--- src/rtl/msps_pkg.sv ---
`timescale 1ns / 1ps
`default_nettype none
// ----------------------------------------------------------------------------
// msps_pkg
// Shared types and constants of the servo PD slew controller.
// ----------------------------------------------------------------------------
package msps_pkg;

    localparam int CHANNELS_DEF = 4;
    localparam int FIELDS       = 4;

    localparam int ANGLE_W  = 16;
    localparam int ERR_W    = 17;
    localparam int GAIN_W   = 16;
    localparam int DRIVE_W  = 8;
    localparam int DATA_W   = 32;
    localparam int ADDR_W   = 4;

    localparam logic [ANGLE_W-1:0] ANGLE_MAX_Q   = 16'd46080;
    localparam logic [ANGLE_W-1:0] RESET_ANGLE_Q = 16'd23040;
    localparam logic [GAIN_W-1:0]  KP_RESET      = 16'd2458;
    localparam logic [GAIN_W-1:0]  KD_RESET      = 16'd205;
    localparam logic [GAIN_W-1:0]  LIMIT_RESET   = 16'd691;

    localparam logic [1:0] REG_KP    = 2'd0;
    localparam logic [1:0] REG_KD    = 2'd1;
    localparam logic [1:0] REG_LIMIT = 2'd2;

    typedef struct packed {
        logic [GAIN_W-1:0] kp;
        logic [GAIN_W-1:0] kd;
        logic [GAIN_W-1:0] limit;
    } t_cfg;

    typedef struct packed {
        logic [DRIVE_W-1:0] drive;
        logic               settled;
    } t_lane_res;

endpackage
`default_nettype wire

--- src/rtl/msps_cfg.sv ---
`timescale 1ns / 1ps
`default_nettype none
// ----------------------------------------------------------------------------
// msps_cfg
// Register file for gains and step limit behind the APB-style port.
// ----------------------------------------------------------------------------
module msps_cfg (
    input  wire logic                          i_clk,
    input  wire logic                          i_rst_n,
    input  wire logic                          psel,
    input  wire logic                          penable,
    input  wire logic                          pwrite,
    input  wire logic [msps_pkg::ADDR_W-1:0]   paddr,
    input  wire logic [msps_pkg::DATA_W-1:0]   pwdata,
    output logic      [msps_pkg::DATA_W-1:0]   prdata,
    output logic                               pready,
    output msps_pkg::t_cfg                     o_cfg
);
    import msps_pkg::*;

    logic [GAIN_W-1:0] r_kp;
    logic [GAIN_W-1:0] r_kd;
    logic [GAIN_W-1:0] r_limit;
    logic              w_wr;
    logic [1:0]        w_idx;

    assign pready = 1'b1;
    assign w_wr   = psel && penable && pwrite && pready;
    assign w_idx  = paddr[3:2];

    always_ff @(posedge i_clk) begin
        if (!i_rst_n) begin
            r_kp    <= KP_RESET;
            r_kd    <= KD_RESET;
            r_limit <= LIMIT_RESET;
        end else if (w_wr) begin
            case (w_idx)
                REG_KP:    r_kp    <= pwdata[GAIN_W-1:0];
                REG_KD:    r_kd    <= pwdata[GAIN_W-1:0];
                REG_LIMIT: r_limit <= pwdata[GAIN_W-1:0];
                default: begin
                end
            endcase
        end
    end

    always_comb begin
        case (w_idx)
            REG_KP:    prdata = {{(DATA_W-GAIN_W){1'b0}}, r_kp};
            REG_KD:    prdata = {{(DATA_W-GAIN_W){1'b0}}, r_kd};
            REG_LIMIT: prdata = {{(DATA_W-GAIN_W){1'b0}}, r_limit};
            default:   prdata = '0;
        endcase
    end

    assign o_cfg = '{kp: r_kp, kd: r_kd, limit: r_limit};

endmodule
`default_nettype wire

--- config.mk ---
export PLATFORM = sky130hd
export DESIGN_NAME = msps_cfg
export DESIGN_NICKNAME = d
export VERILOG_FILES = /design/src/rtl/msps_pkg.sv /design/src/rtl/msps_cfg.sv
export SDC_FILE = /design/constraint.sdc
export NUM_CORES = 1
export LEC_CHECK = 0
export BUFFER_PORTS_ARGS = -buffer_cell sky130_fd_sc_hd__buf_2
export CAP_MARGIN = 20
export CELL_PAD_IN_SITES_DETAIL_PLACEMENT = 1
export CELL_PAD_IN_SITES_GLOBAL_PLACEMENT = 1
export CORE_ASPECT_RATIO = 0.8
export CORE_MARGIN = 3
export CORE_UTILIZATION = 35
export DETAILED_ROUTE_END_ITERATION = 12
export PLACE_DENSITY_LB_ADDON = 0.15
export SLEW_MARGIN = 10
export SYNTH_ARGS = -nofsm -noshare
export SYNTH_HDL_FRONTEND = slang
export SYNTH_SLANG_ARGS = --single-unit
--- constraint.sdc ---
create_clock -name i_clk -period 3.5 [get_ports i_clk]
set_clock_uncertainty 0.15 [all_clocks]
set_input_delay 0.875 -clock i_clk [delete_from_list [all_inputs] [get_ports i_clk]]
set_output_delay 0.875 -clock i_clk [all_outputs]
set_load 0.005 [all_outputs]
==> After elaboration in Yosys (flattened, before gate mapping) <==
Index checks and enable logic that the tools add are counted.
{ "totals": {"ff_bits": 48, "input_bits": 41, "out_inout_bits": 81, "word_cells": 12} }
{ "classes": {"n_eq_ne": 2, "n_mux": 1, "n_reduce_logical": 6} }
{ "op_table": {"columns": ["cell", "count"], "rows": [
  ["$pmux 16 s3", 1],
  ["$reduce_and 2->1", 3],
  ["$eq 2x1->1 const B", 1],
  ["$eq 2x2->1 const B", 1],
  ["$logic_and 1x1->1", 2],
  ["$logic_not 2->1", 1]
]} }

==> Depth between registers and ports, before layout <==
{ "depth": {"word_depth": 3, "mapped_depth": 6, "mapped_depth_nobuf": 3} }

==> Worst setup path before layout <==
No wires, ideal clock.
{ "synth_timing": {"kind": "input-to-output", "start": "input port paddr[3] (netlist name)", "end": "output port prdata[4] (netlist name)", "t_arrival_ns": 1.526, "slack_ns": 0.949, "stages": 5, "n_path_buf": 2, "path_cell_list": "nor2b_1 > clkbuf_1 > buf_2 > nand2_1 > o21ai_0"} }
{ "synth_via": {"elab_chain_cells": 2, "elab_cells_between_ends": 4, "classes_between": "2 x eq/ne; 1 x mux; 1 x reduce/logical"} }
{ "synth_rtl": {"columns": ["item", "line", "source"], "rows": [
  ["start: declaration", "msps_cfg.sv:13", "input wire logic [msps_pkg::ADDR_W-1:0] paddr,"],
  ["$eq 2x2->1 (tied with other cells)", "msps_cfg.sv:48", "case (w_idx)"],
  ["$pmux 16 s3 (*)", "msps_cfg.sv:48", null],
  ["end: declaration", "msps_cfg.sv:15", "output logic [msps_pkg::DATA_W-1:0] prdata,"]
]} }
Every way passes the cells marked *; elsewhere a longest branch is shown, timed or not.

==> Final worst setup path <==
{ "layout_timing": {"start": "input port paddr[3] (netlist name)", "end": "output port prdata[14] (netlist name)"} }
The elaborated chain is that of the path after synthesis.

==> run metrics <==
fin area 2870 um2; reg2reg end r_limit[7]; Vias/cell 4.76; Initial Util 36.7%; multi-input logic area 1220 um2; area grow syn2layout 20.3%; cts hold-fix bufs 0; RSZ-0062 raised after global routing no; syn_area_per_cell 8.97 um2; Critical Path RT 2.47 ns; post-synthesis instance area 2390 um2; simple logic cell fraction of the synthesized area 17.2%; Nets 385; die area 7850 um2; R2R Path Start r_limit[7]; Crit path largest cell delay 0.72 ns; Placer Congestion 0.667; most numerous cell on the critical path buf_2; Cell Pwr Density 344 nW/um2; worst hold path class register to register; Fin Hold WS 0.326 ns; Hold Path Depth 2; Post-DP HPWL 4450 um; Die H 79.9 um; H-tree levels 2; drt pass-1 iters 4; num ports 122; ANT cells 0; max-cap violation count 0; Reg clk slew, reported paths 0.08 ns; Peak Freq 0.323 GHz; layout cells sized above 1 29.9%; CP Class primary input to output pin; Worst R2R Setup Slack 2.66 ns; Clock Root Buffer clkbuf_8; post_cts resized 0; final setup vio count 0; first-pass GRT wire length 9950 um; Worst Hold Endpoint r_kd[10]; crit start category primary input; Die W 98.3 um; antenna-violating nets left 0; Seq. cell area 961 um2; Final Max Tran Viols 0; IO Port Bufs 86; total wire length 6250 um; Buf+Inv Stages, Crit Path 2; Slew HR 39.9%; postcts setup bufs 0; Leak Pwr 0.00138 uW; clock sink total 48; Final Cycle Share 88.4%; post-synthesis xor/xnor area fraction 0%; Cell Area, Placed 2790 um2; WL/cell 14.6 um; Tot Pwr 986 uW; Crit. End Element output pin; core box area 6510 um2; run status completed; vias in the first global route 1998; via count 2036; Syn Inst Count 266; slowest CP cell nor2b_2; final worst slack 0.406 ns; Post-Place Setup Slack 0.367 ns; total global-route track usage 15.8%; stages on the worst setup path 5; Filler Cell Count 843; CTS Buf Count 5; post-synthesis adder-cell area fraction 0%; R2R cell count 2; worst slew pin tran 0.901 ns; clock latency on the worst-skew pair 0.29 ns; total gr overflow 0; Std-Cell Rows 26; Seq cells post-synth 48; Hold Startpoint r_kd[10]; maximum vdd drop 0.121 mV; sequential area share after synthesis 40.3%; initial antenna violation count 0; main combinational cell family by area after synthesis multiplexers; worst-path fanout max 16; cell-by-cell trace of the critical path buf_2 > nor2b_2 > nand2_1 > o21ai_0 > buf_2; final hold violation count 0; CTS tree done; clock tree buffer depth 2; DRC Markers 0; Yosys cell types 20; DR iter-0 viols 23; Syn. warnings 0; delay-heaviest family, CP simple AND/OR/NAND/NOR gates; compound-gate portion of the synthesized area 6.82%; total negative slack 0 ns; min cycle time layout 3.09 ns; Data arrival, critical path 2.07 ns; post-synthesis mux area share 24.3%; largest net degree at the start of global routing 59
-- worst max path at each step --
stage	endpoint	startpoint	slack [ns]
4_1_cts	prdata[14]	paddr[3]	0.36
3_3_place_gp	prdata[14]	paddr[3]	0.36
6_report	prdata[14]	paddr[3]	0.41
3_5_place_dp	prdata[14]	paddr[3]	0.37
5_1_grt	prdata[14]	paddr[3]	0.25
2_1_floorplan	prdata[4]	paddr[3]	0.95
-- power breakdown --
part | switching [uW] | total (uW) | internal (uW)
clock | 177 | 313 | 136
sequential | 5.90 | 559 | 553
combinational | 66.7 | 114 | 47.1
total | 250 | 986 | 737
-- state kept, by name, indices dropped and copies added (netlist names) --
name and cells:
r_kd 16, r_kp 16, r_limit 16
-- cell families (layout without fill, tap and decap cells) --
| logic type | count (synthesis) | in the layout |
|---|---|---|
| AO/OA/AOI/OAI | 28 | 28 |
| buffers and inverters | 42 | 105 |
| flip-flops | 48 | 48 |
| multiplexers | 58 | 58 |
| other | 2 | 17 |
| AND/OR/NAND/NOR | 88 | 88 |
-- area by class of cell --
type / count / share of cell area, %
Multi-Input combinational cell: 191 / 42.7
Clock inverter: 1 / 0.174
Inverter: 5 / 0.654
Timing Repair Buffer: 93 / 16.8
Tap cell: 84 / 3.66
Sequential cell: 48 / 33.5
Clock buffer: 6 / 2.53
-- tightest hold or removal path: cells and delay by family, from the launching register on --
kind | cells | cell delay [ns]
flops | 1 | 0.33
mux | 1 | 0.05
simple gates | 1 | 0.05
-- routing by layer --
metal | wire [um] | up-vias | share of wire [%] | global-route usage (%)
met5 | 0 | - | 0 | 0
met4 | 46 | 0 | 0.74 | 3.68
met3 | 352 | 4 | 5.6 | 3.58
met2 | 2930 | 61 | 47 | 26.8
met1 | 2920 | 974 | 47 | 20.6
li1 | - | 997 | - | -
-- cells in the final DEF, fill, tap and decap left out --
| master | instances |
|---|---|
| buf_2 | 86 |
| nand2_1 | 62 |
| mux2i_1 | 58 |
| dfxtp_1 | 48 |
| o21ai_0 | 19 |
| nor2b_1 | 18 |
| conb_1 | 17 |
| buf_4 | 7 |
| o211ai_1 | 6 |
| inv_1 | 5 |
| clkbuf_8 | 5 |
| o31ai_1 | 3 |
| nor2b_2 | 1 |
| nand3_1 | 1 |
| nor3_4 | 1 |
| nor3b_2 | 1 |
| nand2b_4 | 1 |
| or2_1 | 1 |
| nor2_1 | 1 |
| or3_1 | 1 |
| clkbuf_1 | 1 |
| clkinv_2 | 1 |
-- Yosys cell counts, drive strengths merged --
| library cell | number | share of area [%] |
|---|---|---|
| buf | 27 | 8.7 |
| clkbuf | 10 | 1.6 |
| conb | 2 | 0.31 |
| dfxtp | 48 | 40 |
| inv | 5 | 0.79 |
| mux2i | 58 | 24 |
| nand2 | 62 | 9.8 |
| nand2b | 1 | 0.58 |
| nand3 | 1 | 0.21 |
| nor2 | 1 | 0.16 |
| nor2b | 19 | 5.0 |
| nor3 | 1 | 0.68 |
| nor3b | 1 | 0.31 |
| o211ai | 6 | 1.9 |
| o21ai | 19 | 4.0 |
| o31ai | 3 | 0.94 |
| or2 | 1 | 0.26 |
| or3 | 1 | 0.26 |
-- stage by stage --
| stage | util (%) | std cells |
|---|---|---|
| final | 44.1 | 428 |
| after global routing | 44.1 | 428 |
| after CTS | 44.1 | 428 |
| after detailed placement | 42.9 | 421 |
| after global placement | 42.9 | 421 |
| after floorplan | - | 281 |
No activity file was read; power rests on OpenSTA's default activity.
