===== src/rtl/msps_pkg.sv =====
`timescale 1ns / 1ps
`default_nettype none
// ----------------------------------------------------------------------------
// msps_pkg
// Shared types and constants of the servo PD slew controller.
// ----------------------------------------------------------------------------
package msps_pkg;

    localparam int CHANNELS_DEF = 4;
    localparam int FIELDS       = 4;

    localparam int ANGLE_W  = 16;
    localparam int ERR_W    = 17;
    localparam int GAIN_W   = 16;
    localparam int DRIVE_W  = 8;
    localparam int DATA_W   = 32;
    localparam int ADDR_W   = 4;

    localparam logic [ANGLE_W-1:0] ANGLE_MAX_Q   = 16'd46080;
    localparam logic [ANGLE_W-1:0] RESET_ANGLE_Q = 16'd23040;
    localparam logic [GAIN_W-1:0]  KP_RESET      = 16'd2458;
    localparam logic [GAIN_W-1:0]  KD_RESET      = 16'd205;
    localparam logic [GAIN_W-1:0]  LIMIT_RESET   = 16'd691;

    localparam logic [1:0] REG_KP    = 2'd0;
    localparam logic [1:0] REG_KD    = 2'd1;
    localparam logic [1:0] REG_LIMIT = 2'd2;

    typedef struct packed {
        logic [GAIN_W-1:0] kp;
        logic [GAIN_W-1:0] kd;
        logic [GAIN_W-1:0] limit;
    } t_cfg;

    typedef struct packed {
        logic [DRIVE_W-1:0] drive;
        logic               settled;
    } t_lane_res;

endpackage
`default_nettype wire


===== src/rtl/msps_lane.sv =====
`timescale 1ns / 1ps
`default_nettype none
// ----------------------------------------------------------------------------
// msps_lane
// One servo channel: PD step, slew saturation, angle clamp and channel state.
// ----------------------------------------------------------------------------
module msps_lane (
    input  wire logic                           i_clk,
    input  wire logic                           i_rst_n,
    input  wire logic                           i_en,
    input  wire logic [msps_pkg::DRIVE_W-1:0]   i_target,
    input  wire msps_pkg::t_cfg                 i_cfg,
    output msps_pkg::t_lane_res                 o_res
);
    import msps_pkg::*;

    logic        [ANGLE_W-1:0] r_angle;
    logic        [ERR_W-1:0]   r_prev_err;
    logic        [ANGLE_W-1:0] n_angle;

    logic signed [ERR_W-1:0]   w_err;
    logic signed [ERR_W:0]     w_der;
    logic signed [33:0]        w_p_term;
    logic signed [34:0]        w_d_term;
    logic signed [35:0]        w_acc;
    logic signed [23:0]        w_step;
    logic signed [23:0]        w_lim;
    logic signed [23:0]        w_step_sat;
    logic signed [23:0]        w_sum;

    assign w_err = $signed({1'b0, i_target, 8'h00}) - $signed({1'b0, r_angle});
    assign w_der = $signed({w_err[ERR_W-1], w_err})
                 - $signed({r_prev_err[ERR_W-1], r_prev_err});

    assign w_p_term = $signed({1'b0, i_cfg.kp}) * w_err;
    assign w_d_term = $signed({1'b0, i_cfg.kd}) * w_der;
    assign w_acc    = $signed({{2{w_p_term[33]}}, w_p_term})
                    + $signed({w_d_term[34], w_d_term}) + 36'sd2048;
    assign w_step   = w_acc[35:12];
    assign w_lim    = $signed({8'h00, i_cfg.limit});

    always_comb begin
        if (w_step > w_lim) begin
            w_step_sat = w_lim;
        end else if (w_step < -w_lim) begin
            w_step_sat = -w_lim;
        end else begin
            w_step_sat = w_step;
        end
        w_sum = $signed({8'h00, r_angle}) + w_step_sat;
        if (w_sum < 24'sd0) begin
            n_angle = '0;
        end else if (w_sum > $signed({8'h00, ANGLE_MAX_Q})) begin
            n_angle = ANGLE_MAX_Q;
        end else begin
            n_angle = w_sum[ANGLE_W-1:0];
        end
    end

    always_ff @(posedge i_clk) begin
        if (!i_rst_n) begin
            r_angle    <= RESET_ANGLE_Q;
            r_prev_err <= '0;
        end else if (i_en) begin
            r_angle    <= n_angle;
            r_prev_err <= w_err;
        end
    end

    assign o_res.drive   = n_angle[ANGLE_W-1:8];
    assign o_res.settled = (w_err <= 17'sd256) && (w_err >= -17'sd256);

endmodule
`default_nettype wire


===== config.mk =====
export PLATFORM = sky130hd
export DESIGN_NAME = msps_lane
export DESIGN_NICKNAME = d
export VERILOG_FILES = /design/src/rtl/msps_pkg.sv /design/src/rtl/msps_lane.sv
export SDC_FILE = /design/constraint.sdc
export NUM_CORES = 2
export LEC_CHECK = 0
export BUFFER_PORTS_ARGS = -buffer_cell sky130_fd_sc_hd__buf_2
export CAP_MARGIN = 40
export CORE_UTILIZATION = 45
export CTS_CLUSTER_DIAMETER = 40
export DETAILED_ROUTE_END_ITERATION = 7
export SETUP_SLACK_MARGIN = 0.3
export SYNTH_ARGS = -nofsm -noshare
export SYNTH_HDL_FRONTEND = slang
export SYNTH_SLANG_ARGS = --single-unit

===== constraint.sdc =====
create_clock -name i_clk -period 26.4 [get_ports i_clk]
set_clock_uncertainty 0.1 [all_clocks]
set_input_delay 2.64 -clock i_clk [delete_from_list [all_inputs] [get_ports i_clk]]
set_output_delay 2.64 -clock i_clk [all_outputs]
set_load 0.03 [all_outputs]

Word-level counts from Yosys, hierarchy flattened
Cells that the tools add are included.
W data, S select, Z words.
- register bits: 33
- word-level logic and storage cells: 21
- add/sub/neg operators: 6
- multiply operators: 2
- order comparisons: 6
- multiplexer cells: 4
- reductions and logical operators: 1
- operator list (kind ; number):
    $mux W24 ; 2
    $add A34 B35 Y36 ; 1
    $add A36 B13 Y36 const B ; 1
    $mul A17 B18 Y35 ; 1
    $mul A17 B17 Y34 ; 1
    $mux W16 ; 2
    $add A17 B24 Y24 ; 1
    $gt A24 B17 Y1 ; 1
    $gt A24 B17 Y1 const B ; 1
    $lt A24 B1 Y1 const B ; 1
    $lt A24 B24 Y1 ; 1
    $neg A16 Y24 ; 1
    $sub A17 B17 Y18 ; 1
    $ge A17 B9 Y1 const B ; 1
    $le A17 B10 Y1 const B ; 1
    $sub A16 B16 Y17 ; 1
    $logic_and A1 B1 Y1 ; 1

Depth between registers and ports, before layout
- depth after elaboration: 12
- gate-level depth with buffers: 81

Least setup slack after synthesis
OpenSTA, ideal clock, no wires.
- path type: input to output
- from: input port i_target[0] in the netlist's numbering
- to: output port o_res[1] in the netlist's numbering
- data arrival time: 18.350 ns
- path slack: 5.310 ns
- stages on the path: 69
- cell sequence: ha_1 -> a41oi_1 -> o21bai_1 -> a21o_1 -> a21oi_1 -> nor2b_1 -> nor2_1 -> nor2_1 -> o21a_1 -> nor2_1 -> clkbuf_1 -> buf_1 -> ha_1 -> nand3_1 -> a211oi_1 -> o31a_1 -> o22ai_1 -> clkbuf_1 -> (+33 left out) -> nand2_1 -> nand2_1 -> o21ai_0 -> ha_1 -> a21o_1 -> a21oi_1 -> o21ai_1 -> a31oi_1 -> o21ai_1 -> o31ai_1 -> nor2_1 -> a2111oi_2 -> o41ai_1 -> a31o_2 -> mux2_2 -> nor2_2 -> and3_1 -> buf_4
- word-level cells in the longest chain between the ends: 12
- elaborated cells on any way between the ends: 15
- ends and longest elaborated chain (element ; line ; text):
    start: declaration ; msps_lane.sv:11 ; input wire logic [msps_pkg::DRIVE_W-1:0] i_target,
    $sub A16 B16 Y17 (*) ; msps_lane.sv:31 ; assign w_err = $signed({1'b0, i_target, 8'h00}) - $signed({1'b0, r_angle});
    named net w_err[14] ; msps_lane.sv:21 ; logic signed [ERR_W-1:0] w_err;
    $sub A17 B17 Y18 ; msps_lane.sv:33 ; - $signed({r_prev_err[ERR_W-1], r_prev_err});
    $mul A17 B18 Y35 ; msps_lane.sv:36 ; assign w_d_term = $signed({1'b0, i_cfg.kd}) * w_der;
    $add A34 B35 Y36 (*) ; msps_lane.sv:38 ; + $signed({w_d_term[34], w_d_term}) + 36'sd2048;
    $add A36 B13 Y36 (*) ; msps_lane.sv:38 ;
    $lt A24 B24 Y1 ; msps_lane.sv:45 ; end else if (w_step < -w_lim) begin
    $mux W24 ; msps_lane.sv:45 ;
    $mux W24 (*) ; msps_lane.sv:43 ; if (w_step > w_lim) begin
    $add A17 B24 Y24 (*) ; msps_lane.sv:50 ; w_sum = $signed({8'h00, r_angle}) + w_step_sat;
    $gt A24 B17 Y1 ; msps_lane.sv:53 ; end else if (w_sum > $signed({8'h00, ANGLE_MAX_Q})) begin
    $mux W16 ; msps_lane.sv:53 ;
    $mux W16 (*) ; msps_lane.sv:51 ; if (w_sum < 24'sd0) begin
    end: declaration ; msps_lane.sv:13 ; output msps_pkg::t_lane_res o_res
The timed path passes the listed nets; every way through them passes the cells marked *.

==> reports/qor.csv <==
stage;metric;value;unit
clocking;htreeDepth;2;
worst_hold_path;hold_path_class;reg -> reg;
die;die-area;0.0621;mm²
timing;max_freq;0.0430;GHz
setup_path;cp-start-kind;input port;
drt;ant_nets;0;
setup_path;crit_start;i_target[0];
synthesis;synth_most_common_cell;inv_1;
run_status;status;complete, no violations;
synthesis;yosys_warnings;0;
setup_path;path_class;in -> out;
clocking;cts_max_path_buffers;2;
synthesis;synth_top_family_by_area;adder cells;
global_routing;grt_antenna_before_repair;2;
synthesis;synth.distinct_cells;94;
global_routing;overflow;0;
clocking;cts.clk_slew.worst_paths;0.06;ns
synthesis;synth_xor_area_share;2.52;%
synthesis;synth.area.mux_share;0.924;%
die;fp-row-count;90;
clocking;holdBufCountCts;0;
drt;dr.pass1.iters;8;
synthesis;synth-simple-area-share;17.8;%
cells_and_area;nNetsFinal;4100;
synthesis;syn_inst;3201;
global_routing;grt_pass1_vias;23332;
timing;finalSetupTns;0;ns
synthesis;synth_fp_nets;4123;
synthesis;syn_area_per_cell;8.59;µm²
setup_path;cp-endpoint;o_res[8];
synthesis;synth_common_cells;inv_1 (767), fa_1 (582), nand2_1 (383), ha_1 (281), and2_1 (267);
drt;drt_iter0_markers;1286;
clocking;post-cts-setup-buffers;0;
timing;worstMarginPinSlew;0.955;ns
drt;drc;0;
synthesis;yosys.area.top_type_share;42.4;%
setup_path;r2r-start;r_angle[0];
timing;min_period_over_period;88.2;%
synthesis;seq_area_frac_synth;2.40;%
clocking;clockRootBuffer;clkbuf_16;
setup_path;cp-end-kind;output port;
synthesis;ys_ff_latch;33;
setup_path;worst_ep_required_time;23.66;ns
cells_and_area;fill_cells;5794;
placed_design;dp.final_hpwl;66.5;mm
synthesis;async_flop_share;0;%
cells_and_area;final-seq-area;661;µm²
timing;hold-worst-slack;0.400;ns
synthesis;ys_top_cells_by_area;fa_1 (42%), ha_1 (13%), inv_1 (10%), and2_1 (6.1%), nand2_1 (5.2%);
setup_path;critPathArrivalTime;20.53;ns
flow_run;maxCapViolations;0;
setup_path;reg2reg_setup_slack;7.10;ns
die;core;0.0604;mm²
clocking;clkSinkCount;33;
synthesis;synth_compound_area_share;8.62;%
cells_and_area;multi_input_comb_area;0.0235;mm²
placed_design;numPortBuffers;67;
die;start_util;45.5;%
die;fp.dieH;249;µm
timing;maxSlewHeadroom;36.2;%
die;die_x;249;µm
synthesis;synth-adder-area-share;55.2;%
cells_and_area;drive_gt1_share;5.88;%
setup_path;slowest_delay;0.82;ns
drt;vias_per_cell;5.44;
synthesis;synthesis.area;0.0275;mm²
clocking;numCtsBuffers;5;
setup_path;slowest_stage;a2111oi_2;
cells_and_area;synthToLayoutAreaGrowth;5.14;%
drt;vias;21544;
synthesis;yosys_most_used_dff;dfxtp_1;
clocking;cts_tree;yes;
global_routing;grt_pass1_wl;129;mm
die;ios;68;
cells_and_area;final_core_util;47.9;%
setup_path;reg2regPathDepth;67;
timing;period_needed;23.27;ns
setup_path;cp_common_cell;fa_1;
clocking;clk_latency;0.31;ns
timing;finalHoldViolCount;0;
drt;routed_wl;78.6;mm
setup_path;reg2reg_to;r_angle[15];
timing;final_max_slew_viol_count;0;
synthesis;yosys.area.top_type;fa_1;
timing;rsz0062_at_grt;false;
clocking;cts_resized;0;
setup_path;path_max_fanout;31;
global_routing;grt_max_degree;35;
timing;finalSetupViolations;0;
synthesis;synth_enable_flop_cells;0;
drt;wl_per_cell;19.8;µm
global_routing;grt_use_total;26.4;%
placed_design;gp_congestion;0.930;
==> layout by cell type, fill, tap and decap left out, types with 29 or more instances in the layout <==
cell type	n
dfxtp_1	33
nand2_1	383
and2_1	267
fa_1	582
a21oi_1	81
buf_4	36
o21ai_0	59
buf_2	67
nor2b_1	37
xnor2_1	43
nand3_1	29
ha_1	281
nor4_1	30
inv_1	767
nor2_1	95
==> logic make-up after synthesis <==
logic type	after synthesis
AOI/OAI and AO/OA	332
xor gates and xnor gates	79
adders and majority gates	863
buffers and inverters	910
DFF	33
muxes	25
and+or+nand+nor	959
==> flip-flops by register name, summed over array words and instances (netlist names) <==
name        count
r_angle        16
r_prev_err     17
==> worst min path at each step <==
stage	start	cells past startpoint	to	slack (ns)
finish	r_prev_err[4]	2	r_prev_err[4]	0.40
global route	r_prev_err[6]	2	r_prev_err[6]	0.43
CTS	r_prev_err[3]	2	r_prev_err[3]	0.40
detailed placement	r_prev_err[3]	2	r_prev_err[3]	0.38
global placement	r_prev_err[11]	2	r_prev_err[11]	0.37
floorplan	r_prev_err[8]	2	r_prev_err[8]	0.35
==> layer usage <==
layer / vias up / share of wire, % / global-route usage, %
li1: 9741 / - / -
met1: 10999 / 44 / 36.3
met2: 689 / 49 / 44.9
met3: 115 / 5.5 / 2.33
met4: 0 / 2.1 / 6.17
met5: - / 0 / 0
==> final cells by class <==
type / instances / area share, %
flip-flops and latches: 33 / 2.29
clock inverters: 2 / 0.130
diodes: 2 / 0.0173
clock buffers: 6 / 0.480
multi-input cells: 2258 / 81.2
repair buffers: 110 / 2.48
well taps: 782 / 3.39
inverters: 770 / 10.0
==> through the flow <==
stage / cell area [µm²] / setup slack, ns / cells
2_1_floorplan: 27500 / 5.31 / 3201
3_3_place_gp: 28600 / 3.20 / 3946
3_5_place_dp: 28700 / 3.34 / 3953
4_1_cts: 28900 / 3.22 / 3961
5_1_grt: 28900 / 1.94 / 3961
6_report: 28900 / 3.13 / 3963
==> worst max-delay path, delay by kind of cell <==
family                     cells  cell delay, ns
AOI/OAI and AO/OA             27            6.48
xor gates and xnor gates       1            0.17
adders and majority gates     13            6.11
buffers and inverters         11            1.65
muxes                          1            0.34
and+or+nand+nor               14            3.05
Power is not shown: default switching activity piles up to over one toggle a cycle in this logic, so the estimate is an artifact.
