$ cat config.mk
export PLATFORM = sky130hd
export DESIGN_NAME = msps_merge
export DESIGN_NICKNAME = d
export VERILOG_FILES = /design/src/rtl/msps_pkg.sv /design/src/rtl/msps_merge.sv
export SDC_FILE = /design/constraint.sdc
export NUM_CORES = 1
export LEC_CHECK = 0
export ABC_CLOCK_PERIOD_IN_PS = 5800
export BUFFER_PORTS_ARGS = -buffer_cell sky130_fd_sc_hd__buf_2
export CORE_UTILIZATION = 41
export CTS_BUF_LIST = sky130_fd_sc_hd__clkbuf_2 sky130_fd_sc_hd__clkbuf_4 sky130_fd_sc_hd__clkbuf_8
export CTS_CLUSTER_DIAMETER = 80
export DETAILED_ROUTE_END_ITERATION = 8
export PLACE_DENSITY_LB_ADDON = 0.3
export SLEW_MARGIN = 25
export SYNTH_ARGS = -nofsm -noshare
export SYNTH_HDL_FRONTEND = slang
export SYNTH_SLANG_ARGS = --single-unit
$ cat constraint.sdc
create_clock -name i_clk -period 5.8 [get_ports i_clk]
set_input_delay 0.58 -clock i_clk [delete_from_list [all_inputs] [get_ports i_clk]]
set_output_delay 0.58 -clock i_clk [all_outputs]
set_load 0.02 [all_outputs]
$ cat src/rtl/msps_pkg.sv
`timescale 1ns / 1ps
`default_nettype none
// ----------------------------------------------------------------------------
// msps_pkg
// Shared types and constants of the servo PD slew controller.
// ----------------------------------------------------------------------------
package msps_pkg;

    localparam int CHANNELS_DEF = 4;
    localparam int FIELDS       = 4;

    localparam int ANGLE_W  = 16;
    localparam int ERR_W    = 17;
    localparam int GAIN_W   = 16;
    localparam int DRIVE_W  = 8;
    localparam int DATA_W   = 32;
    localparam int ADDR_W   = 4;

    localparam logic [ANGLE_W-1:0] ANGLE_MAX_Q   = 16'd46080;
    localparam logic [ANGLE_W-1:0] RESET_ANGLE_Q = 16'd23040;
    localparam logic [GAIN_W-1:0]  KP_RESET      = 16'd2458;
    localparam logic [GAIN_W-1:0]  KD_RESET      = 16'd205;
    localparam logic [GAIN_W-1:0]  LIMIT_RESET   = 16'd691;

    localparam logic [1:0] REG_KP    = 2'd0;
    localparam logic [1:0] REG_KD    = 2'd1;
    localparam logic [1:0] REG_LIMIT = 2'd2;

    typedef struct packed {
        logic [GAIN_W-1:0] kp;
        logic [GAIN_W-1:0] kd;
        logic [GAIN_W-1:0] limit;
    } t_cfg;

    typedef struct packed {
        logic [DRIVE_W-1:0] drive;
        logic               settled;
    } t_lane_res;

endpackage
`default_nettype wire

$ cat src/rtl/msps_merge.sv
`timescale 1ns / 1ps
`default_nettype none
// ----------------------------------------------------------------------------
// msps_merge
// Combine lane results into one result and hold it in an output register
// backed by a skid register.
// ----------------------------------------------------------------------------
module msps_merge (
    input  wire logic                                      i_clk,
    input  wire logic                                      i_rst_n,
    input  wire logic                                      i_accept,
    input  wire msps_pkg::t_lane_res [msps_pkg::FIELDS-1:0] i_res,
    input  wire logic                                      i_stall,
    output logic                                           o_valid,
    output logic                                           o_full,
    output logic [msps_pkg::FIELDS-1:0][msps_pkg::DRIVE_W-1:0] o_drive,
    output logic                                           o_settled
);
    import msps_pkg::*;

    logic                              r_out_valid;
    logic                              r_skid_valid;
    logic [FIELDS-1:0][DRIVE_W-1:0]    r_out_drive;
    logic                              r_out_settled;
    logic [FIELDS-1:0][DRIVE_W-1:0]    r_skid_drive;
    logic                              r_skid_settled;
    logic [FIELDS-1:0][DRIVE_W-1:0]    w_drive;
    logic                              w_settled;
    logic                              w_take;

    always_comb begin
        w_settled = 1'b1;
        for (int i = 0; i < FIELDS; i++) begin
            w_drive[i] = i_res[i].drive;
            w_settled  = w_settled & i_res[i].settled;
        end
    end

    assign w_take = r_out_valid && !i_stall;

    always_ff @(posedge i_clk) begin
        if (!i_rst_n) begin
            r_out_valid  <= 1'b0;
            r_skid_valid <= 1'b0;
        end else if (r_skid_valid) begin
            if (w_take) begin
                r_skid_valid <= 1'b0;
            end
        end else if (i_accept) begin
            if (r_out_valid && !w_take) begin
                r_skid_valid <= 1'b1;
            end else begin
                r_out_valid <= 1'b1;
            end
        end else if (w_take) begin
            r_out_valid <= 1'b0;
        end
    end

    always_ff @(posedge i_clk) begin
        if (r_skid_valid) begin
            if (w_take) begin
                r_out_drive   <= r_skid_drive;
                r_out_settled <= r_skid_settled;
            end
        end else if (i_accept) begin
            if (r_out_valid && !w_take) begin
                r_skid_drive   <= w_drive;
                r_skid_settled <= w_settled;
            end else begin
                r_out_drive   <= w_drive;
                r_out_settled <= w_settled;
            end
        end
    end

    assign o_valid   = r_out_valid;
    assign o_full    = r_skid_valid;
    assign o_drive   = r_out_drive;
    assign o_settled = r_out_settled;

`ifndef NO_ASSERTIONS
    a_skid_implies_out: assert property (@(posedge i_clk) disable iff (!i_rst_n)
        r_skid_valid |-> r_out_valid)
        else $error("skid holds a request while output is empty");

    a_skid_drain: assert property (@(posedge i_clk) disable iff (!i_rst_n)
        (r_skid_valid && !i_stall) |=> (r_out_valid && !r_skid_valid))
        else $error("skid did not drain into output");

    a_skid_fill: assert property (@(posedge i_clk) disable iff (!i_rst_n)
        (i_accept && r_out_valid && i_stall) |=> r_skid_valid)
        else $error("request lost while output stalled");

    a_direct_load: assert property (@(posedge i_clk) disable iff (!i_rst_n)
        (i_accept && !r_out_valid) |=> (r_out_valid && !r_skid_valid))
        else $error("request not loaded into empty output");
`endif

endmodule
`default_nettype wire

Word level (Yosys, flattened, before mapping)

Index checks and enable logic that the tools add are counted.

Add/subtract/negate cells: 0
Multipliers: 0
Divide/modulo/power cells: 0
$lt $le $gt $ge: 0
Equality and inequality tests: 3
Shifts and indexed selects: 0
Multiplexer cells: 15
Bitwise logic cells: 4
Reduce and logical (&&, ||, !) cells: 9

Operator list:

| cell                 | number |
|---|---|
| $mux W32             | 4 |
| $mux W1              | 11 |
| $reduce_and A3 Y1    | 3 |
| $ne A2 B2 Y1 const B | 2 |
| $reduce_bool A2 Y1   | 2 |
| $and A1 B1 Y1        | 3 |
| $logic_and A1 B1 Y1  | 2 |
| $logic_not A1 Y1     | 2 |
| $ne A2 B1 Y1 const B | 1 |
| $not A1 Y1           | 1 |

Bits in registers: 68
Latch bits: 0
Memory bits (writable): 0
Memory bits (read-only): 0
Input bits: 40
Output and inout port bits: 35
Logic and storage cells: 43
Memories: 0

Longest topological paths before layout

Gate-level depths: netlist of the first run.

Depth after elaboration: 7
Depth in mapped cells: 4
Gate-level depth less buffers: 2

Least setup slack after synthesis of the first run

Ideal clock, no wire load.

Kind: reg-to-reg
Start point: register r_skid_valid (netlist: o_full)
End point: register r_out_drive, in the netlist o_drive[0], enable pin
Library setup time: 0.474 ns
Arrival time: 3.287 ns
Required time: 5.326 ns
Setup slack: 2.039 ns
Stages on the path, launching flop included: 5
Path buffers: 2
Period minus slack after synthesis: 3.761 ns
Cell sequence: dfxtp_1 > buf_6 > buf_12 > nand2_1 > a21boi_0

Word-level cells in the longest chain between the ends: 2
Elaborated cells between the ends (all ways): 4
Classes of those cells: eq/ne (2); reduce/logical (2)

Ends and longest elaborated chain:

| element                                        | line             | RTL |
|---|---|---|
| start: declaration                             | msps_merge.sv:22 | `logic r_skid_valid;` |
| start signal: assignment                       | msps_merge.sv:44 | `r_skid_valid <= 1'b0;` |
| start signal: assignment                       | msps_merge.sv:47 | `r_skid_valid <= 1'b0;` |
| start signal: assignment                       | msps_merge.sv:51 | `r_skid_valid <= 1'b1;` |
| $ne A2 B1 Y1 (no line) (tied with other cells) | --               |  |
| $reduce_and A3 Y1 (no line) *                  | --               |  |
| end signal: assignment                         | msps_merge.sv:63 | `r_out_drive <= r_skid_drive;` |
| end signal: assignment                         | msps_merge.sv:71 | `r_out_drive <= w_drive;` |
| end: declaration                               | msps_merge.sv:23 | `logic [FIELDS-1:0][DRIVE_W-1:0] r_out_drive;` |

Mark *: on every way between the ends. The rest lies on a longest branch, timed or not.
A chain may end at the register's enable or synchronous reset.

Worst setup path in the final report of the first run

Start point: register r_skid_valid (netlist: o_full)
End point: register r_skid_drive[26] in the netlist's numbering, enable pin

Word-level cells in the longest chain between the ends: 2

Ends and longest elaborated chain:

| element                     | line             | RTL |
|---|---|---|
| $not A1 Y1 (no line)        | --               |  |
| $reduce_and A3 Y1 (no line) | --               |  |
| end signal: assignment      | msps_merge.sv:68 | `r_skid_drive <= w_drive;` |
| end: declaration            | msps_merge.sv:25 | `logic [FIELDS-1:0][DRIVE_W-1:0] r_skid_drive;` |

No other way between the ends.

==> key figures, run 1 <==
Run status
  • Result of the run: completed

Worst setup path
  • Worst-case reg-to-reg path depth: 2
  • RR Startpoint: o_full
  • CP endpoint kind: flip-flop
  • Worst setup path endpoint: r_skid_drive[26]
  • First element of the critical path: o_full
  • Series of cell instances along the critical path: nand2b_1 > nor2_4
  • Crit-path max cell delay: roughly 0.73 ns
  • Worst-path fanout max: 38
  • Master of the slowest instance on the critical path: nor2_4
  • R2r endpoint: r_skid_drive[26]
  • Worst Path Arrival: about 1.9 ns
  • Required time at the endpoint of the critical path: 5.75 ns
  • Critical Path Start Type: flip-flop
  • Category of the critical setup timing path: reg -> reg
  • R2r setup slk: 3.81 ns

Timing
  • Max-slew headroom at the worst pin: 39.0%
  • Period utilisation layout: 34.4%
  • Max Transition Viols Final: 0
  • Setup repair after global routing missed its margin: no
  • Slew @ Worst Pin: between 0.9 and 1 ns
  • Count of final setup violators: 0
  • Achievable Freq: ~500 MHz
  • Min Clock Period, post-route: 1.99 ns
  • Tightest hold margin: 0.434 ns
  • Final Hold Viols: 0
  • Final setup TNS: 0 ns
  • Final clock skew: 0.00858 ns

Finish
  • Number of non-filler instances in the completed layout: 277
  • Layout Utilization: between 50 and 60%
  • Number of antenna repair diodes: 0
  • Area growth from synthesis to layout: 22.8%
  • Final Net Count: 238
  • Fraction of final layout cells sized beyond drive strength 1: 61.4%

Power and ir drop
  • Max rail drop VDD: approximately 0.00015 V
  • Register share of total power: slightly below 60%
  • Switching pwr: 231 µW
  • Static Leakage: 0.00127 µW
  • Power density normalized to cell area: 314 nW/µm²
  • Total design power: slightly above 1000 µW
  • Cell Int Power: ~780 µW
  • Portion of total power attributed to combinational logic: roughly 11%
  • Sw frac: between 20% and 30%
  • Clock group share of total power: between 30% and 40%

Detailed routing
  • Post-detailed-routing wire length: 4280 µm
  • Post-detailed-route via-to-cell ratio: 4.79
  • Number of search-and-repair iterations in the first detailed-routing pass: 4
  • Post-route antenna net violation count: 0
  • DRC errors left: 0
  • DR WL/cell: 15.4 µm
  • Routed vias: 1328
  • Detailed router's first-iteration violation count: 124

Logic synthesis
  • Cell variety after synth: 16
  • Flop and latch count out of synthesis: 68
  • Area of the mapped netlist: 2630 µm²
  • Number of warnings printed during yosys synthesis: 0
  • Number of nets produced by synthesis: 156
  • Synthesized area divided by synthesized cell count: approximately 23 µm²
  • Count of mapped cells out of synthesis: 116
  • Fraction of the yosys area taken by sequential cells: 76.8%

Global routing
  • Global-route congestion overflow total: 0
  • Via count of the first global-routing pass: 1403
  • Number of antenna violations at the first check in global routing: 0
  • Total GRT Usage: 14.0%
  • Global-route wire length before repair: around 6500 µm
  • Largest net degree at the start of global routing: 39

CTS
  • TritonCTS sink count: slightly below 70
  • Number of buffers on the longest clock path: 2
  • CTS root buf: clkbuf_8
  • Number of levels the H-tree was split into: 3
  • Source-to-sink clock delay at the later pin of the worst-skew pair: around 0.33 ns
  • Inserted Clock Buffers: 9
  • TritonCTS clock tree: yes
  • Count of hold buffers inserted by post-cts repair: 0
  • # Post-CTS Setup Buffers: 0
  • CTS-repair resized insts: 0
  • Clock transition at path regs: 0.07 ns

Floorplanning
  • Die area: 6740 µm²
  • Die Span X: 82.1 µm
  • Row count: 28
  • Area of the core: 6060 µm²
  • Height of the chip: slightly above 80 µm
  • Number of I/O pins: 75
  • Initial core utilization: 43.4%

Placed design
  • Final GP Congestion: 0.645
  • Inst Count DP: 261
  • Final HPWL from detailed placement: around 2900 µm
  • Count of buffers from port buffering: 74

Hold path
  • Hold Path Class: in -> reg
  • Worst min-delay path startpoint: i_res[26]

Job
  • Max-Cap Viols: 0
==> registers in the layout, summed over array words and instances (netlist names) <==
name            cells
o_full              1
o_settled           1
r_skid_drive       32
o_drive            32
r_skid_settled      1
o_valid             1
==> critical path: cells and delay by family, from the launching register on <==
| family | cells | cell delay [ns] |
|---|---|---|
| DFF | 1 | 0.53 |
| and+or+nand+nor | 2 | 1.07 |
==> cells in the mapped netlist <==
cell / n / area share, %
a21boi_0: 1 / 0.29
a21boi_1: 1 / 0.29
a21oi_1: 1 / 0.19
and4_1: 1 / 0.33
buf_12: 3 / 2.3
buf_6: 1 / 0.43
dfxtp_1: 2 / 1.5
edfxtp_1: 66 / 75
mux2_2: 6 / 2.6
mux2_4: 27 / 15
nand2_1: 2 / 0.29
nand2b_1: 1 / 0.24
nor2_1: 1 / 0.14
nor2b_1: 1 / 0.24
nor3b_1: 1 / 0.29
o21ai_0: 1 / 0.19
==> through the flow <==
step	setup WS [ns]	cell area [µm²]
global route	3.65	3230
CTS	3.17	3200
floorplan	2.04	2630
detailed placement	3.19	3040
global placement	3.27	3040
finish	3.81	3230
==> routing by layer <==
layer | global-route usage (%) | vias to the layer above | routed length [µm] | share of wire [%]
li1 | - | 620 | - | -
met3 | 4.62 | 8 | 355 | 8.3
met1 | 16.4 | 642 | 1760 | 41
met5 | 0 | - | 0 | 0
met4 | 10.0 | 0 | 89 | 2.1
met2 | 21.7 | 58 | 2070 | 48
==> cell usage in the layout, fill, tap and decap left out <==
master,count
a21boi_1,1
a21boi_4,1
a21oi_1,1
and4_1,1
buf_16,1
buf_2,74
clkbuf_4,2
clkbuf_8,9
clkinv_1,2
clkinv_2,2
dfxtp_1,1
dfxtp_4,1
edfxtp_1,66
mux2_2,6
mux2_4,27
nand2_1,2
nand2b_1,1
nor2_4,1
nor2b_1,1
nor3b_1,1
o21ai_0,1
==> cell families (layout without fill, tap and decap cells) <==
logic type             after synthesis  in the layout  share of synthesized area, %
flip-flops                          68             68                          76.8
buffers and inverters                4             90                          2.71
AO/OA/AOI/OAI                        4              4                         0.951
multiplexers                        33             33                          18.0
AND/OR/NAND/NOR                      7              7                          1.52
==> layout make-up <==
| cell class | count | area (µm²) |
|---|---|---|
| repair buffers | 75 | 398 |
| clock buffers | 11 | 139 |
| clock inverters | 4 | 17.5 |
| flip-flops and latches | 68 | 2030 |
| multi-input cells | 44 | 557 |
| fillers | 503 | 2830 |
| well taps | 75 | 93.8 |
==> power groups by stage <==
stage	Combinational, µW	Clock [µW]	Sequential (µW)
2_1_floorplan	48.6	0	617
3_3_place_gp	105	0	595
3_5_place_dp	108	0	597
4_1_cts	108	326	586
5_1_grt	119	342	588
6_report	110	318	585
==> how the worst min path moves through the flow <==
stage                  endpoint  slack (ns)  cells after the start
3_3_place_gp            o_valid        0.51                      2
6_report       r_skid_drive[23]        0.43                      1
4_1_cts        r_skid_drive[23]        0.42                      1
3_5_place_dp            o_valid        0.53                      2
2_1_floorplan       o_drive[24]        0.52                      1
5_1_grt        r_skid_drive[21]        0.42                      1
(Power assumes the default switching activity.)
==> run 2, diff against run 1 <==
--- a/config.mk
+++ b/config.mk
@@ -5,7 +5,7 @@
 export SDC_FILE = /design/constraint.sdc
 export NUM_CORES = 1
 export LEC_CHECK = 0
-export ABC_CLOCK_PERIOD_IN_PS = 5800
+export ABC_CLOCK_PERIOD_IN_PS = 1850
 export BUFFER_PORTS_ARGS = -buffer_cell sky130_fd_sc_hd__buf_2
 export CORE_UTILIZATION = 41
 export CTS_BUF_LIST = sky130_fd_sc_hd__clkbuf_2 sky130_fd_sc_hd__clkbuf_4 sky130_fd_sc_hd__clkbuf_8
==> constraint.sdc (replaced) <==
create_clock -name i_clk -period 1.85 [get_ports i_clk]
set_input_delay 0.185 -clock i_clk [delete_from_list [all_inputs] [get_ports i_clk]]
set_output_delay 0.185 -clock i_clk [all_outputs]
set_load 0.02 [all_outputs]
==> run 2 against run 1 <==
Global-route usage is 0.27 points higher. Combinational power grew to 3.4 times the previous value. Cell area is 4.0% higher. Highest routed layer unchanged.
==> key figures, run 2 (synthesized netlist as in run 1, its figures left out) <==
Floorplanning
  • Height of the chip: 82.1 µm (unchanged)
  • Initial core utilization: 43.4% (unchanged)
  • Area of the core: 6060 µm² (unchanged)
  • Row count: 28 (unchanged)
  • Die Span X: 82.1 µm (unchanged)
  • Die area: 6740 µm² (unchanged)
  • Number of I/O pins: 75 (unchanged)

CTS
  • # Post-CTS Setup Buffers: 0 (unchanged)
  • Count of hold buffers inserted by post-cts repair: 0 (unchanged)
  • Number of levels the H-tree was split into: 3 (unchanged)
  • TritonCTS sink count: 68 (unchanged)
  • Number of buffers on the longest clock path: 2 (unchanged)
  • CTS root buf: clkbuf_8 (unchanged)
  • CTS-repair resized insts: 0 (unchanged)
  • TritonCTS clock tree: yes (unchanged)
  • Clock transition at path regs: 0.07 ns (about the same)
  • Inserted Clock Buffers: 9 (unchanged)
  • Source-to-sink clock delay at the later pin of the worst-skew pair: 0.33 ns (about the same)

Global routing
  • Total GRT Usage: 14.3% (was 14.0%)
  • Via count of the first global-routing pass: 1380 (was 1403)
  • Number of antenna violations at the first check in global routing: 0 (unchanged)
  • Global-route congestion overflow total: 0 (unchanged)
  • Largest net degree at the start of global routing: 27 (was 39)
  • Global-route wire length before repair: 6670 µm (was 6530 µm)

Worst setup path
  • R2r setup slk: 0.52 ns (was 3.81 ns)
  • Worst-path fanout max: 24 (was 38)
  • Worst Path Arrival: 1.36 ns (was 1.94 ns)
  • Critical Path Start Type: flip-flop (unchanged)
  • Worst setup path endpoint: o_drive[25] (was r_skid_drive[26])
  • Category of the critical setup timing path: reg -> reg (unchanged)
  • R2r endpoint: o_drive[25] (was r_skid_drive[26])
  • Worst-case reg-to-reg path depth: 3 (was 2)
  • First element of the critical path: o_full (unchanged)
  • RR Startpoint: o_full (unchanged)
  • Required time at the endpoint of the critical path: 1.88 ns (was 5.75 ns)
  • CP endpoint kind: flip-flop (unchanged)

Power and ir drop
  • Max rail drop VDD: 0.000636 V (was 0.000153 V)
  • Total design power: 3610 µW (was 1010 µW)
  • Power density normalized to cell area: 1070 nW/µm² (was 314 nW/µm²)
  • Static Leakage: 0.00133 µW (was 0.00127 µW)

Detailed routing
  • DR WL/cell: 15.3 µm (was 15.4 µm)
  • Post-route antenna net violation count: 0 (unchanged)
  • DRC errors left: 0 (unchanged)
  • Post-detailed-route via-to-cell ratio: 4.64 (was 4.79)
  • Post-detailed-routing wire length: 4340 µm (was 4280 µm)
  • Number of search-and-repair iterations in the first detailed-routing pass: 4 (unchanged)
  • Detailed router's first-iteration violation count: 117 (was 124)
  • Routed vias: 1312 (was 1328)

Finish
  • Fraction of final layout cells sized beyond drive strength 1: 62.5% (was 61.4%)
  • Most common library cell in the layout ignoring fill and taps: buf_2 (unchanged)
  • Final Net Count: 243 (was 238)
  • Number of antenna repair diodes: 0 (unchanged)
  • Area growth from synthesis to layout: 27.7% (was 22.8%)
  • Commonest cells after routing, fill and taps aside: buf_2, edfxtp_1, mux2_4 (unchanged)
  • Fillers: 489 (was 503)

Timing
  • Setup repair after global routing missed its margin: no (unchanged)
  • Final setup TNS: 0 ns (unchanged)
  • Final clock skew: 0.0111 ns (was 0.00858 ns)
  • Slew @ Worst Pin: 0.262 ns (was 0.913 ns)
  • Period utilisation layout: 71.6% (was 34.4%)
  • Final Hold Viols: 0 (unchanged)
  • Count of final setup violators: 0 (unchanged)
  • Max Transition Viols Final: 0 (unchanged)
  • Min Clock Period, post-route: 1.33 ns (was 1.99 ns)
  • Max-slew headroom at the worst pin: 82.5% (was 39.0%)
  • Achievable Freq: 755 MHz (was 502 MHz)

Run status
  • Result of the run: completed (unchanged)

Hold path
  • Hold Path Class: in -> reg (unchanged)

Placed design
  • Final HPWL from detailed placement: 3030 µm (was 2860 µm)
  • Count of buffers from port buffering: 74 (unchanged)
  • Final GP Congestion: 0.679 (was 0.645)

Job
  • Max-Cap Viols: 0 (unchanged)
-- run 2: worst min path at each step --
stage / depth (start not counted) / startpoint / to / slack, ns
6_report: 1 / i_res[1] / r_skid_drive[0] / 0.04
5_1_grt: 1 / i_res[1] / r_skid_drive[0] / 0.02
4_1_cts: 1 / i_res[1] / r_skid_drive[0] / 0.02
3_5_place_dp: 1 / i_res[1] / r_skid_drive[0] / 0.38
3_3_place_gp: 1 / i_res[28] / r_skid_drive[24] / 0.38
2_1_floorplan: 0 / i_res[1] / r_skid_drive[0] / 0.28
-- run 2: final cells by class --
class	instances	area [µm²]	area share [%]
Tap cell	75	93.8	2.79
Clock inverter	6	103	3.05
Clock buffer	10	131	3.91
Multi-Input combinational cell	44	557	16.6
Timing Repair Buffer	80	453	13.5
Sequential cell	68	2020	60.2
-- run 2: where the power goes --
group / total, µW / internal, µW / switching, µW
Clock: 1420 / 899 / 519
Combinational: 376 / 175 / 201
Sequential: 1820 / 1790 / 24.8
-- run 2: critical path, stage by stage (launching register included) --
cell,delay (ns)
dfxtp_2,0.34
nand2b_1,0.25
a21boi_4,0.23
buf_12,0.20
-- run 2: routing by layer --
| metal | share of wire (%) | track usage (%) | vias up |
|---|---|---|---|
| met2 | 44 | 21.0 | 60 |
| met1 | 46 | 18.3 | 617 |
| met5 | 0 | 0 | - |
| met4 | 1.4 | 7.02 | 0 |
| li1 | - | - | 629 |
| met3 | 8.3 | 5.82 | 6 |
-- run 2: through the flow --
step	hold slack (ns)	utilization [%]	worst slack, ns	instances	cell area, µm²
CTS	0.0237	55.5	0.518	283	3360
global route	0.0220	55.5	0.467	283	3360
detailed placement	0.383	51.6	0.528	267	3130
finish	0.0406	55.5	0.525	283	3360
floorplan	0.284	-	0.0323	116	2650
global placement	0.378	51.6	0.561	267	3130
